===== config.mk =====
export PLATFORM = sky130hd
export DESIGN_NAME = unio_bus_master_byte_engine
export DESIGN_NICKNAME = d
export VERILOG_FILES = /design/src/rtl/ume_pkg.sv /design/src/rtl/ume_cfg_regs.sv /design/src/rtl/ume_engine.sv /design/src/rtl/unio_bus_master_byte_engine.sv
export SDC_FILE = /design/constraint.sdc
export NUM_CORES = 1
export LEC_CHECK = 0
export BUFFER_PORTS_ARGS = -buffer_cell sky130_fd_sc_hd__buf_2
export CAP_MARGIN = 0
export CORE_MARGIN = 3
export CORE_UTILIZATION = 35
export CTS_BUF_LIST = sky130_fd_sc_hd__clkbuf_8
export CTS_CLUSTER_DIAMETER = 100
export DETAILED_ROUTE_END_ITERATION = 8
export PLACE_DENSITY = 0.62
export REMOVE_ABC_BUFFERS = 1
export SYNTH_ARGS = -nofsm -noshare
export SYNTH_HDL_FRONTEND = slang
export SYNTH_SLANG_ARGS = --single-unit

===== constraint.sdc =====
create_clock -name clk -period 13.95 [get_ports clk]
set_input_delay 0.6975 -clock clk [delete_from_list [all_inputs] [get_ports clk]]
set_output_delay 0.6975 -clock clk [all_outputs]
set_load 0.005 [all_outputs]

===== src/rtl/ume_pkg.sv =====
// Package for the UNI/O bus master byte engine: phase and op codes,
// register map, item, result and configuration types. No dependencies.
package ume_pkg;

    localparam int COUNT_WIDTH = 16;
    // Wide enough for any register duration plus one and for the 2^COUNT_WIDTH limit
    localparam int DUR_W = ((COUNT_WIDTH > 16) ? COUNT_WIDTH : 16) + 1;

    localparam int TDATA_W = 16;
    localparam int PADDR_W = 4;

    typedef enum logic [3:0] {
        PH_IDLE_REL,
        PH_IDLE_HIGH,
        PH_STBY_LOW,
        PH_STBY_HIGH,
        PH_GAP,
        PH_HDR_LOW,
        PH_BIT
    } phase_t;

    localparam logic [2:0] OP_STANDBY = 3'd0;
    localparam logic [2:0] OP_GAP     = 3'd1;
    localparam logic [2:0] OP_HEADER  = 3'd2;
    localparam logic [2:0] OP_SEND    = 3'd3;
    localparam logic [2:0] OP_READ    = 3'd4;

    localparam logic KIND_TICK  = 1'b0;
    localparam logic KIND_START = 1'b1;

    localparam logic [7:0] HEADER_BYTE = 8'h55;

    localparam logic [3:0] BIT_LAST_DATA = 4'd7;
    localparam logic [3:0] BIT_MAK       = 4'd8;
    localparam logic [3:0] BIT_SAK       = 4'd9;

    localparam logic [1:0] REG_QUARTER      = 2'd0;
    localparam logic [1:0] REG_STANDBY_HIGH = 2'd1;
    localparam logic [1:0] REG_SETUP        = 2'd2;
    localparam logic [1:0] REG_HEADER_LOW   = 2'd3;

    localparam logic [7:0]  RST_QUARTER      = 8'd10;
    localparam logic [15:0] RST_STANDBY_HIGH = 16'd605;
    localparam logic [15:0] RST_SETUP        = 16'd15;
    localparam logic [15:0] RST_HEADER_LOW   = 16'd10;

    typedef struct packed {
        logic [7:0]  quarter_bit_ticks;
        logic [15:0] standby_high_ticks;
        logic [15:0] setup_ticks;
        logic [15:0] header_low_ticks;
    } cfg_t;

    typedef struct packed {
        logic       kind;
        logic       bus_in;
        logic [2:0] op;
        logic [7:0] tx_byte;
        logic       mak;
    } item_t;

    typedef struct packed {
        logic       bus_drive;
        logic       bus_enable;
        logic       busy_res;
        logic       done_res;
        logic [7:0] rx_byte;
        logic       sak_ok;
        logic       rejected;
    } result_t;

endpackage


===== src/rtl/ume_cfg_regs.sv =====
// APB register file for the UNI/O byte engine timing registers.
// Depends on ume_pkg.
module ume_cfg_regs
(
    input  logic                        clk,
    input  logic                        rst_n,
    input  logic                        psel,
    input  logic                        penable,
    input  logic                        pwrite,
    input  logic [ume_pkg::PADDR_W-1:0] paddr,
    input  logic [31:0]                 pwdata,
    output logic [31:0]                 prdata,
    output logic                        pready,
    output ume_pkg::cfg_t               cfg
);

    ume_pkg::cfg_t cfg_reg;
    logic          wr_en;
    logic [1:0]    reg_idx;

    assign pready  = 1'b1;
    assign wr_en   = psel && penable && pwrite && pready;
    assign reg_idx = paddr[3:2];
    assign cfg     = cfg_reg;

    always_ff @(posedge clk or negedge rst_n)
    begin
        if (!rst_n)
        begin
            cfg_reg.quarter_bit_ticks  <= ume_pkg::RST_QUARTER;
            cfg_reg.standby_high_ticks <= ume_pkg::RST_STANDBY_HIGH;
            cfg_reg.setup_ticks        <= ume_pkg::RST_SETUP;
            cfg_reg.header_low_ticks   <= ume_pkg::RST_HEADER_LOW;
        end
        else if (wr_en)
        begin
            unique case (reg_idx)
                ume_pkg::REG_QUARTER:      cfg_reg.quarter_bit_ticks  <= pwdata[7:0];
                ume_pkg::REG_STANDBY_HIGH: cfg_reg.standby_high_ticks <= pwdata[15:0];
                ume_pkg::REG_SETUP:        cfg_reg.setup_ticks        <= pwdata[15:0];
                ume_pkg::REG_HEADER_LOW:   cfg_reg.header_low_ticks   <= pwdata[15:0];
                default:                   cfg_reg                    <= cfg_reg;
            endcase
        end
    end

    always_comb
    begin
        unique case (reg_idx)
            ume_pkg::REG_QUARTER:      prdata = {24'd0, cfg_reg.quarter_bit_ticks};
            ume_pkg::REG_STANDBY_HIGH: prdata = {16'd0, cfg_reg.standby_high_ticks};
            ume_pkg::REG_SETUP:        prdata = {16'd0, cfg_reg.setup_ticks};
            ume_pkg::REG_HEADER_LOW:   prdata = {16'd0, cfg_reg.header_low_ticks};
            default:                   prdata = 32'd0;
        endcase
    end

endmodule


===== src/rtl/ume_engine.sv =====
// Phase sequencer and bit engine: holds the bus state and computes the
// result of one item in a single step. Depends on ume_pkg.
module ume_engine
(
    input  logic              clk,
    input  logic              rst_n,
    input  logic              step,
    input  ume_pkg::item_t    item,
    input  ume_pkg::cfg_t     cfg,
    output ume_pkg::result_t  result
);

    localparam int CW = ume_pkg::COUNT_WIDTH;
    localparam int DW = ume_pkg::DUR_W;

    ume_pkg::phase_t  phase_reg, phase_next;
    logic [CW-1:0]    tick_reg, tick_next;
    logic [3:0]       bit_index_reg, bit_index_next;
    logic [7:0]       shift_reg, shift_next;
    logic             first_sample_reg, first_sample_next;
    logic             held_mak_reg, held_mak_next;
    logic [2:0]       held_op_reg, held_op_next;
    logic [7:0]       last_rx_reg, last_rx_next;
    logic             last_sak_reg, last_sak_next;

    logic             idle;
    logic             done;
    logic             rej;
    logic             bit_val;
    logic [7:0]       q;
    logic [DW-1:0]    q_ext;
    logic [DW-1:0]    q3_ext;
    logic [DW-1:0]    raw_dur;
    logic [DW-1:0]    dur;
    logic [DW-1:0]    pos;
    logic [DW-1:0]    pos_inc;
    logic [DW-1:0]    half_pos;
    logic [DW-1:0]    two_q;
    logic             released;
    logic             bit_word;

    localparam logic [DW-1:0] DUR_LIMIT = DW'(1) << CW;

    assign idle    = (phase_reg == ume_pkg::PH_IDLE_REL) || (phase_reg == ume_pkg::PH_IDLE_HIGH);
    assign q       = (cfg.quarter_bit_ticks == 8'd0) ? 8'd1 : cfg.quarter_bit_ticks;
    assign q_ext   = DW'(q);
    assign q3_ext  = q_ext + (q_ext << 1);
    assign two_q   = q_ext << 1;
    assign pos     = DW'(tick_reg);
    assign pos_inc = pos + DW'(1);

    always_comb
    begin
        unique case (phase_reg)
            ume_pkg::PH_STBY_LOW:  raw_dur = DW'(cfg.setup_ticks);
            ume_pkg::PH_STBY_HIGH: raw_dur = DW'(cfg.standby_high_ticks);
            ume_pkg::PH_GAP:       raw_dur = DW'(cfg.setup_ticks);
            ume_pkg::PH_HDR_LOW:   raw_dur = DW'(cfg.header_low_ticks);
            default:               raw_dur = DW'({q, 2'b00});
        endcase
        if (raw_dur == '0)
            dur = DW'(1);
        else if (raw_dur > DUR_LIMIT)
            dur = DUR_LIMIT;
        else
            dur = raw_dur;
    end

    // Next state
    always_comb
    begin
        phase_next        = phase_reg;
        tick_next         = tick_reg;
        bit_index_next    = bit_index_reg;
        shift_next        = shift_reg;
        first_sample_next = first_sample_reg;
        held_mak_next     = held_mak_reg;
        held_op_next      = held_op_reg;
        last_rx_next      = last_rx_reg;
        last_sak_next     = last_sak_reg;
        done              = 1'b0;
        rej               = 1'b0;
        bit_val           = 1'b0;

        if (item.kind == ume_pkg::KIND_TICK)
        begin
            if (!idle)
            begin
                if (phase_reg == ume_pkg::PH_BIT)
                begin
                    if (pos == q_ext)
                        first_sample_next = item.bus_in;
                    // low then high decodes as one
                    if (pos == q3_ext)
                        bit_val = item.bus_in & ~first_sample_reg;
                end
                if (pos_inc >= dur)
                begin
                    tick_next = '0;
                    unique case (phase_reg)
                        ume_pkg::PH_STBY_LOW:  phase_next = ume_pkg::PH_STBY_HIGH;
                        ume_pkg::PH_STBY_HIGH:
                        begin
                            phase_next = ume_pkg::PH_IDLE_HIGH;
                            done       = 1'b1;
                        end
                        ume_pkg::PH_GAP:
                        begin
                            phase_next = ume_pkg::PH_IDLE_HIGH;
                            done       = 1'b1;
                        end
                        ume_pkg::PH_HDR_LOW:
                        begin
                            phase_next     = ume_pkg::PH_BIT;
                            bit_index_next = 4'd0;
                        end
                        default:
                        begin
                            if (bit_index_reg == ume_pkg::BIT_SAK)
                            begin
                                // header acknowledge slot is not kept
                                if (held_op_reg != ume_pkg::OP_HEADER)
                                    last_sak_next = bit_val;
                                phase_next     = ume_pkg::PH_IDLE_HIGH;
                                bit_index_next = 4'd0;
                                done           = 1'b1;
                            end
                            else
                            begin
                                if (bit_index_reg <= ume_pkg::BIT_LAST_DATA)
                                begin
                                    if (held_op_reg == ume_pkg::OP_READ)
                                    begin
                                        shift_next = {shift_reg[6:0], bit_val};
                                        if (bit_index_reg == ume_pkg::BIT_LAST_DATA)
                                            last_rx_next = {shift_reg[6:0], bit_val};
                                    end
                                    else
                                        shift_next = {shift_reg[6:0], 1'b0};
                                end
                                bit_index_next = bit_index_reg + 4'd1;
                            end
                        end
                    endcase
                end
                else
                    tick_next = pos_inc[CW-1:0];
            end
        end
        else if (!idle)
            rej = 1'b1;
        else if (item.op <= ume_pkg::OP_READ)
        begin
            held_op_next      = item.op;
            tick_next         = '0;
            bit_index_next    = 4'd0;
            first_sample_next = 1'b0;
            unique case (item.op)
                ume_pkg::OP_STANDBY: phase_next = ume_pkg::PH_STBY_LOW;
                ume_pkg::OP_GAP:     phase_next = ume_pkg::PH_GAP;
                ume_pkg::OP_HEADER:
                begin
                    phase_next    = ume_pkg::PH_HDR_LOW;
                    shift_next    = ume_pkg::HEADER_BYTE;
                    held_mak_next = 1'b1;
                end
                ume_pkg::OP_SEND:
                begin
                    phase_next    = ume_pkg::PH_BIT;
                    shift_next    = item.tx_byte;
                    held_mak_next = item.mak;
                end
                default:
                begin
                    phase_next    = ume_pkg::PH_BIT;
                    shift_next    = 8'd0;
                    held_mak_next = item.mak;
                end
            endcase
        end
    end

    // Outputs: line level and flags after this item
    assign half_pos = DW'(tick_next);
    assign released = (bit_index_next == ume_pkg::BIT_SAK) ||
                      ((bit_index_next <= ume_pkg::BIT_LAST_DATA) &&
                       (held_op_next == ume_pkg::OP_READ));
    assign bit_word = (bit_index_next == ume_pkg::BIT_MAK) ? held_mak_next : shift_next[7];

    always_comb
    begin
        result.bus_drive  = 1'b0;
        result.bus_enable = 1'b0;
        unique case (phase_next)
            ume_pkg::PH_IDLE_HIGH, ume_pkg::PH_STBY_HIGH, ume_pkg::PH_GAP:
            begin
                result.bus_drive  = 1'b1;
                result.bus_enable = 1'b1;
            end
            ume_pkg::PH_STBY_LOW, ume_pkg::PH_HDR_LOW:
            begin
                result.bus_drive  = 1'b0;
                result.bus_enable = 1'b1;
            end
            ume_pkg::PH_BIT:
            begin
                if (!released)
                begin
                    // complement in the first half, true level in the second
                    result.bus_drive  = (half_pos < two_q) ? ~bit_word : bit_word;
                    result.bus_enable = 1'b1;
                end
            end
            default:
            begin
                result.bus_drive  = 1'b0;
                result.bus_enable = 1'b0;
            end
        endcase
        result.busy_res = (phase_next != ume_pkg::PH_IDLE_REL) &&
                          (phase_next != ume_pkg::PH_IDLE_HIGH);
        result.done_res = done;
        result.rx_byte  = last_rx_next;
        result.sak_ok   = last_sak_next;
        result.rejected = rej;
    end

    always_ff @(posedge clk or negedge rst_n)
    begin
        if (!rst_n)
        begin
            phase_reg        <= ume_pkg::PH_IDLE_REL;
            tick_reg         <= '0;
            bit_index_reg    <= 4'd0;
            shift_reg        <= 8'd0;
            first_sample_reg <= 1'b0;
            held_mak_reg     <= 1'b0;
            held_op_reg      <= 3'd0;
            last_rx_reg      <= 8'd0;
            last_sak_reg     <= 1'b0;
        end
        else if (step)
        begin
            phase_reg        <= phase_next;
            tick_reg         <= tick_next;
            bit_index_reg    <= bit_index_next;
            shift_reg        <= shift_next;
            first_sample_reg <= first_sample_next;
            held_mak_reg     <= held_mak_next;
            held_op_reg      <= held_op_next;
            last_rx_reg      <= last_rx_next;
            last_sak_reg     <= last_sak_next;
        end
    end

`ifndef SYNTH
    a_bit_index_range: assert property (@(posedge clk) disable iff (!rst_n)
        bit_index_reg <= ume_pkg::BIT_SAK)
        else $error("bit index past SAK slot");

    a_bit_index_in_bit: assert property (@(posedge clk) disable iff (!rst_n)
        (bit_index_reg != 4'd0) |-> (phase_reg == ume_pkg::PH_BIT))
        else $error("bit index set outside bit phase");

    a_idle_count_zero: assert property (@(posedge clk) disable iff (!rst_n)
        idle |-> (tick_reg == '0))
        else $error("tick count nonzero while idle");

    a_start_goes_busy: assert property (@(posedge clk) disable iff (!rst_n)
        (step && idle && (item.kind == ume_pkg::KIND_START) &&
         (item.op <= ume_pkg::OP_READ)) |=> !idle)
        else $error("accepted start did not leave idle");

    a_done_to_idle: assert property (@(posedge clk) disable iff (!rst_n)
        (step && done) |=> (phase_reg == ume_pkg::PH_IDLE_HIGH))
        else $error("done without return to idle high");
`endif

endmodule


===== src/rtl/unio_bus_master_byte_engine.sv =====
// Top level of the UNI/O bus master byte engine: stream input register,
// engine, result register and APB registers. Depends on ume_pkg,
// ume_cfg_regs and ume_engine.
//
//  channel | direction | handshake          | payload
//  --------+-----------+--------------------+------------------------------------
//  s_      | in        | s_tvalid/s_tready  | s_tuser kind, s_tdata item fields
//  m_      | out       | m_tvalid/m_tready  | m_tdata result fields
//  apb     | in        | psel/penable       | paddr, pwdata, prdata (regs at 4*i)
//
// One item per clock while m_tready holds: an item is registered in the input
// register, and the engine updates its state and the result register in the same
// step. A stalled result register holds the input register, which backs up
// s_tready only when both are full.
// Reset (rst_n, async) leaves the line released and both registers empty.
module unio_bus_master_byte_engine
(
    input  logic                        clk,
    input  logic                        rst_n,
    input  logic                        s_tvalid,
    output logic                        s_tready,
    // [0] bus_in, [3:1] op, [11:4] tx_byte, [12] mak, [15:13] zero
    input  logic [ume_pkg::TDATA_W-1:0] s_tdata,
    // [0] kind
    input  logic                        s_tuser,
    output logic                        m_tvalid,
    input  logic                        m_tready,
    // [0] bus_drive, [1] bus_enable, [2] busy_res, [3] done_res,
    // [11:4] rx_byte, [12] sak_ok, [13] rejected, [15:14] zero
    output logic [ume_pkg::TDATA_W-1:0] m_tdata,
    input  logic                        psel,
    input  logic                        penable,
    input  logic                        pwrite,
    input  logic [ume_pkg::PADDR_W-1:0] paddr,
    input  logic [31:0]                 pwdata,
    output logic [31:0]                 prdata,
    output logic                        pready
);

    ume_pkg::cfg_t    cfg;
    ume_pkg::item_t   in_item_reg;
    ume_pkg::result_t result;
    ume_pkg::result_t out_reg;
    logic             in_valid_reg;
    logic             out_valid_reg;
    logic             step;

    assign step     = in_valid_reg && (!out_valid_reg || m_tready);
    assign s_tready = !in_valid_reg || step;
    assign m_tvalid = out_valid_reg;
    assign m_tdata  = {2'b00, out_reg.rejected, out_reg.sak_ok, out_reg.rx_byte,
                       out_reg.done_res, out_reg.busy_res, out_reg.bus_enable,
                       out_reg.bus_drive};

    always_ff @(posedge clk or negedge rst_n)
    begin
        if (!rst_n)
        begin
            in_valid_reg  <= 1'b0;
            out_valid_reg <= 1'b0;
        end
        else
        begin
            if (s_tready)
                in_valid_reg <= s_tvalid;
            if (step)
                out_valid_reg <= 1'b1;
            else if (m_tready)
                out_valid_reg <= 1'b0;
        end
    end

    // Payload registers: load on transfer, no reset
    always_ff @(posedge clk)
    begin
        if (s_tvalid && s_tready)
        begin
            in_item_reg.kind    <= s_tuser;
            in_item_reg.bus_in  <= s_tdata[0];
            in_item_reg.op      <= s_tdata[3:1];
            in_item_reg.tx_byte <= s_tdata[11:4];
            in_item_reg.mak     <= s_tdata[12];
        end
        if (step)
            out_reg <= result;
    end

    ume_cfg_regs u_cfg
    (
        .clk     (clk),
        .rst_n   (rst_n),
        .psel    (psel),
        .penable (penable),
        .pwrite  (pwrite),
        .paddr   (paddr),
        .pwdata  (pwdata),
        .prdata  (prdata),
        .pready  (pready),
        .cfg     (cfg)
    );

    ume_engine u_engine
    (
        .clk    (clk),
        .rst_n  (rst_n),
        .step   (step),
        .item   (in_item_reg),
        .cfg    (cfg),
        .result (result)
    );

`ifndef SYNTH
    a_no_drop: assert property (@(posedge clk) disable iff (!rst_n)
        (out_valid_reg && !m_tready) |=> out_valid_reg)
        else $error("pending result dropped");

    a_step_fills_out: assert property (@(posedge clk) disable iff (!rst_n)
        step |=> out_valid_reg)
        else $error("processed item left no result");

    a_full_blocks_input: assert property (@(posedge clk) disable iff (!rst_n)
        (in_valid_reg && out_valid_reg && !m_tready) |-> !s_tready)
        else $error("input taken while both stages stalled");
`endif

endmodule


==> results <==
- Counting I/O delays and the setup requirement, the final critical path takes 7.02 ns.
- The number of endpoints with negative hold slack in the final report is 0.
- 0 antenna diodes ended up in the layout.
- The highest clock rate is ~0.14 GHz.
- The share of synthesized area in the top cell type comes to 26.7%.
- Summed over all failing endpoints, the final setup total negative slack is 0 ns.
- The Yosys step of the flow raised 0 warnings.
- The worst hold path class is in2async.
- In the final routed layout, each cell accounts on average for 17.5 µm.
- The count of pins on the block boundary is 111.
- Summed over all nets, the half-perimeter wirelength after detailed placement is ~15000 µm.
- The CTS tree is done.
- The tree built by TritonCTS fans out to roughly 130 sinks.
- Each instance of the synthesized netlist takes up on average 10.1 µm².
- In the post-synthesis netlist, the biggest area contributors are sky130_fd_sc_hd__dfrtp_1 27%, sky130_fd_sc_hd__mux2_2 11%, sky130_fd_sc_hd__edfxtp_1 10%, sky130_fd_sc_hd__ha_1 4.9%, sky130_fd_sc_hd__dfstp_2 4.4%.
- Synthesis inferred 132 register bits.
- The total setup buffers inserted after CTS is 0.
- Setup repair after global routing left no endpoint under its margin.
- The area growth from synthesis to layout is 10.9%.
- The first routing iteration left 631 violations.
- The worst pin sits at a relative slew slack of 28.3%.
- The post-synthesis sequential area ratio is 41.0%.
- No sink is reached through more buffers than the 2 on the longest clock path.
- The number of global-route vias before repair is 6052.
- The initial standard-cell utilization of the core is 35.8%.
- For this design, the slowest cell found on the critical path is sky130_fd_sc_hd__or2_0.
- The nature of the critical path startpoint is a flop.
- The clock arrives with 0.00966 ns of skew.
- The worst-margin pin slew is 1.08 ns.
- The remaining number of nets flagged by the antenna check after routing is 0.
- At the later pin of the worst-skew pair, clock insertion delay measures 0.45 ns.
- After the last flow step, the layout net total stands at 964.
- The number of instances in the synthesized netlist is 831.
- STA puts the critical path data required time at roughly 14 ns.
- Among cell families on the critical path, the largest total delay comes from compound AO/OA/AOI/OAI gates.
- The sequential cell area is between 3000 and 4000 µm².
- The overall die area is roughly 26000 µm².
- The proportion of layout cells with a drive suffix above 1 is around a quarter.
- The congestion estimate from routability-driven global placement came to 0.867.
- In this run the power density over the cells is 163 nW/µm².
- The number of buffers and inverters on the critical path is 0.
- The number of hold buffers added after cts is 0.
- The core region is roughly 24000 µm².
- The die is 161 µm wide.
- Traced cell by cell, the critical path runs through and4bb_2, or2_0, o21a_1, nand3_1, o31ai_1, ha_1, nand4_1, nor4_1, a311oi_2, o211ai_1, nor2_1, a2bb2oi_1, o21ai_0, ha_1, a21o_1, a21o_1, a21oi_1, o21ai_0, o211ai_1, nand4b_1, xnor2_1, o22ai_1.
- The number of distinct library cells after synthesis is 79.
- Using the TritonRoute via totals, the vias-per-cell ratio works out to 5.44.
- The flip-flop count of the largest register after layout is 56.
- The number of max-slew violations in the final report is 0.
- The largest single stage delay on the critical path is approximately 0.89 ns.
- The floorplan has 56 rows.
- The final core utilization is 39.7%.
- The first-pass iteration count of the detailed router is 6.
- Measured along the y axis, the die boundary spans approximately 160 µm.
- The clock-pin slew of the registers on the worst-case setup and hold paths is 0.08 ns.
- In this run, synthesis inferred 28 flip-flops with an integrated enable.
- The first global-routing pass estimated 33500 µm of wire.
- The number of antenna violations at the first check in global routing is 0.
- In this run the tool buffered the top-level ports with 70 buffer cells.
- The leading cell type in the layout, fill and taps excluded is sky130_fd_sc_hd__dfrtp_1.
- For the worst setup path, the data arrival time is around 7.2 ns.
- Across the run, the number of max-cap violations was 0.
- The final cycle utilization of the critical path is between 50% and 60%.
- For this block, the via count after detailed routing is around 6500.
- In the final layout, the multi-input gates occupy about 4600 µm².
- The global route total overflow is 0.
- The critical-path maximum fanout is 20.
- The run finished with clean final reports.
- IR analysis of the VDD net gives a maximum drop of 0.0648 mV.
- The kind of end point of the critical path is a flop.
- The number of resized instances in the post-cts repair step is 0.
- Clock tree synthesis selected as its root buffer the cell sky130_fd_sc_hd__clkbuf_8.
- Of all flip-flops after synthesis, the portion carrying an async set or reset was 78.8%.
- For this run, the total global-route usage over all layers was measured as 16.1%.
- The type of the setup path with the least slack is reg2reg.
- The summed instance area of the synthesized netlist is about 8400 µm².
- The final layout contains routed wiring with a total length of 21000 µm.
- For this run, design rule violations remaining after detail routing come to 0.
- The maximum number of pins on one net before global-route repair is 56.
- Setup violations remaining at the end of the flow were counted as 0.
- The largest total area in the synthesized netlist belongs to sky130_fd_sc_hd__dfrtp_1.
- The worst hold slack across all endpoints is roughly 0.27 ns.
- The library cells used most frequently in the layout, excluding fill and tap cells, are 90 x sky130_fd_sc_hd__dfrtp_1, 86 x sky130_fd_sc_hd__mux2_2, 81 x sky130_fd_sc_hd__nand2_1.
- Summed over all cells, the static leakage comes to 3.96 nW.
- The most frequently used flop master after synthesis is sky130_fd_sc_hd__dfrtp_1.
- The H-tree was split into 4 levels.
- The total CTS buffers is 17.
- The number of fill cells in the layout is 2331.
==> path summary, 6_finish.rpt <==
path	cells past startpoint	endpoint	slack [ns]	start
max	22	m_tdata[0]$_DFFE_PP_	6.93	u_engine.phase_reg[2]$_DFFE_PN0P_
min	1	u_engine.last_rx_reg[1]$_DFFE_PN0P_	0.27	rst_n
max reg2reg	22	m_tdata[0]$_DFFE_PP_	6.93	u_engine.phase_reg[2]$_DFFE_PN0P_
min reg2reg	1	m_tvalid$_DFFE_PN0P_	0.49	in_valid_reg$_DFFE_PN0N_
max in group asynchronous	2	u_cfg.cfg[0]$_DFFE_PN0P_	12.47	rst_n
min in group clk	1	in_item_reg[2]$_DFFE_PP_	0.42	s_tdata[5]
==> Yosys cell counts (14+ instances only) <==
cell type,n
sky130_fd_sc_hd__nor3_1,17
sky130_fd_sc_hd__a21oi_1,34
sky130_fd_sc_hd__edfxtp_1,28
sky130_fd_sc_hd__ha_1,33
sky130_fd_sc_hd__o21ai_0,54
sky130_fd_sc_hd__mux2_2,86
sky130_fd_sc_hd__a222oi_1,16
sky130_fd_sc_hd__nor2_1,47
sky130_fd_sc_hd__dfstp_2,14
sky130_fd_sc_hd__clkbuf_1,30
sky130_fd_sc_hd__nand3_1,17
sky130_fd_sc_hd__buf_2,16
sky130_fd_sc_hd__nand2_1,81
sky130_fd_sc_hd__nand4_1,14
sky130_fd_sc_hd__buf_4,23
sky130_fd_sc_hd__xnor2_1,24
sky130_fd_sc_hd__dfrtp_1,90
sky130_fd_sc_hd__inv_1,20
==> kinds of logic after synthesis <==
| logic type | count (synthesis) | share of synthesized area (%) |
|---|---|---|
| other | 2 | 0.0891 |
| muxes | 101 | 14.5 |
| AOI/OAI and AO/OA | 190 | 15.3 |
| DFF | 132 | 41.0 |
| xor gates and xnor gates | 37 | 3.84 |
| buffers and inverters | 94 | 5.71 |
| and+or+nand+nor | 240 | 14.4 |
| adders and majority gates | 35 | 5.13 |
==> layer usage <==
| layer | vias up | part of all wire [%] | GRT usage, % |
|---|---|---|---|
| li1 | 3113 | - | - |
| met1 | 3234 | 47 | 23.2 |
| met2 | 171 | 47 | 25.1 |
| met3 | 21 | 4.6 | 3.33 |
| met4 | 0 | 1.1 | 3.83 |
| met5 | - | 0 | 0 |
==> worst register-to-register path, stage by stage, from the launching register on <==
cell and delay, ns:
sky130_fd_sc_hd__dfrtp_1 0.65, sky130_fd_sc_hd__and4bb_2 0.70, sky130_fd_sc_hd__or2_0 0.89, sky130_fd_sc_hd__o21a_1 0.31, sky130_fd_sc_hd__nand3_1 0.09, sky130_fd_sc_hd__o31ai_1 0.29, sky130_fd_sc_hd__ha_1 0.30, sky130_fd_sc_hd__nand4_1 0.10
sky130_fd_sc_hd__nor4_1 0.06, sky130_fd_sc_hd__a311oi_2 0.26, sky130_fd_sc_hd__o211ai_1 0.37, sky130_fd_sc_hd__nor2_1 0.53, sky130_fd_sc_hd__a2bb2oi_1 0.13, sky130_fd_sc_hd__o21ai_0 0.31, sky130_fd_sc_hd__ha_1 0.32, sky130_fd_sc_hd__a21o_1 0.18
sky130_fd_sc_hd__a21o_1 0.16, sky130_fd_sc_hd__a21oi_1 0.17, sky130_fd_sc_hd__o21ai_0 0.17, sky130_fd_sc_hd__o211ai_1 0.14, sky130_fd_sc_hd__nand4b_1 0.17, sky130_fd_sc_hd__xnor2_1 0.32, sky130_fd_sc_hd__o22ai_1 0.13
==> power by group <==
group          internal (mW)  leakage [nW]  switching, mW
sequential             0.473          1.57         0.0867
combinational          0.253          2.16          0.346
clock                  0.204         0.234          0.157
==> final cells by class <==
type	instances	area share, %
multi-input combinational	622	48.8
sequential	132	37.0
timing repair buffer	77	4.34
tap	319	4.27
clock buffer	19	2.80
clock inverter	13	1.91
inverter	21	0.843
==> per-stage QoR <==
step / instances / setup slack [ns] / area (µm²) / power [mW]
floorplan: 775 / 8.57 / 8090 / 0.962
global placement: 1171 / 7.12 / 8910 / 1.14
detailed placement: 1171 / 7.14 / 8910 / 1.16
CTS: 1203 / 7.10 / 9350 / 1.52
global route: 1203 / 6.44 / 9350 / 1.62
finish: 1203 / 6.93 / 9350 / 1.52
No activity file was read; power rests on OpenSTA's default activity.
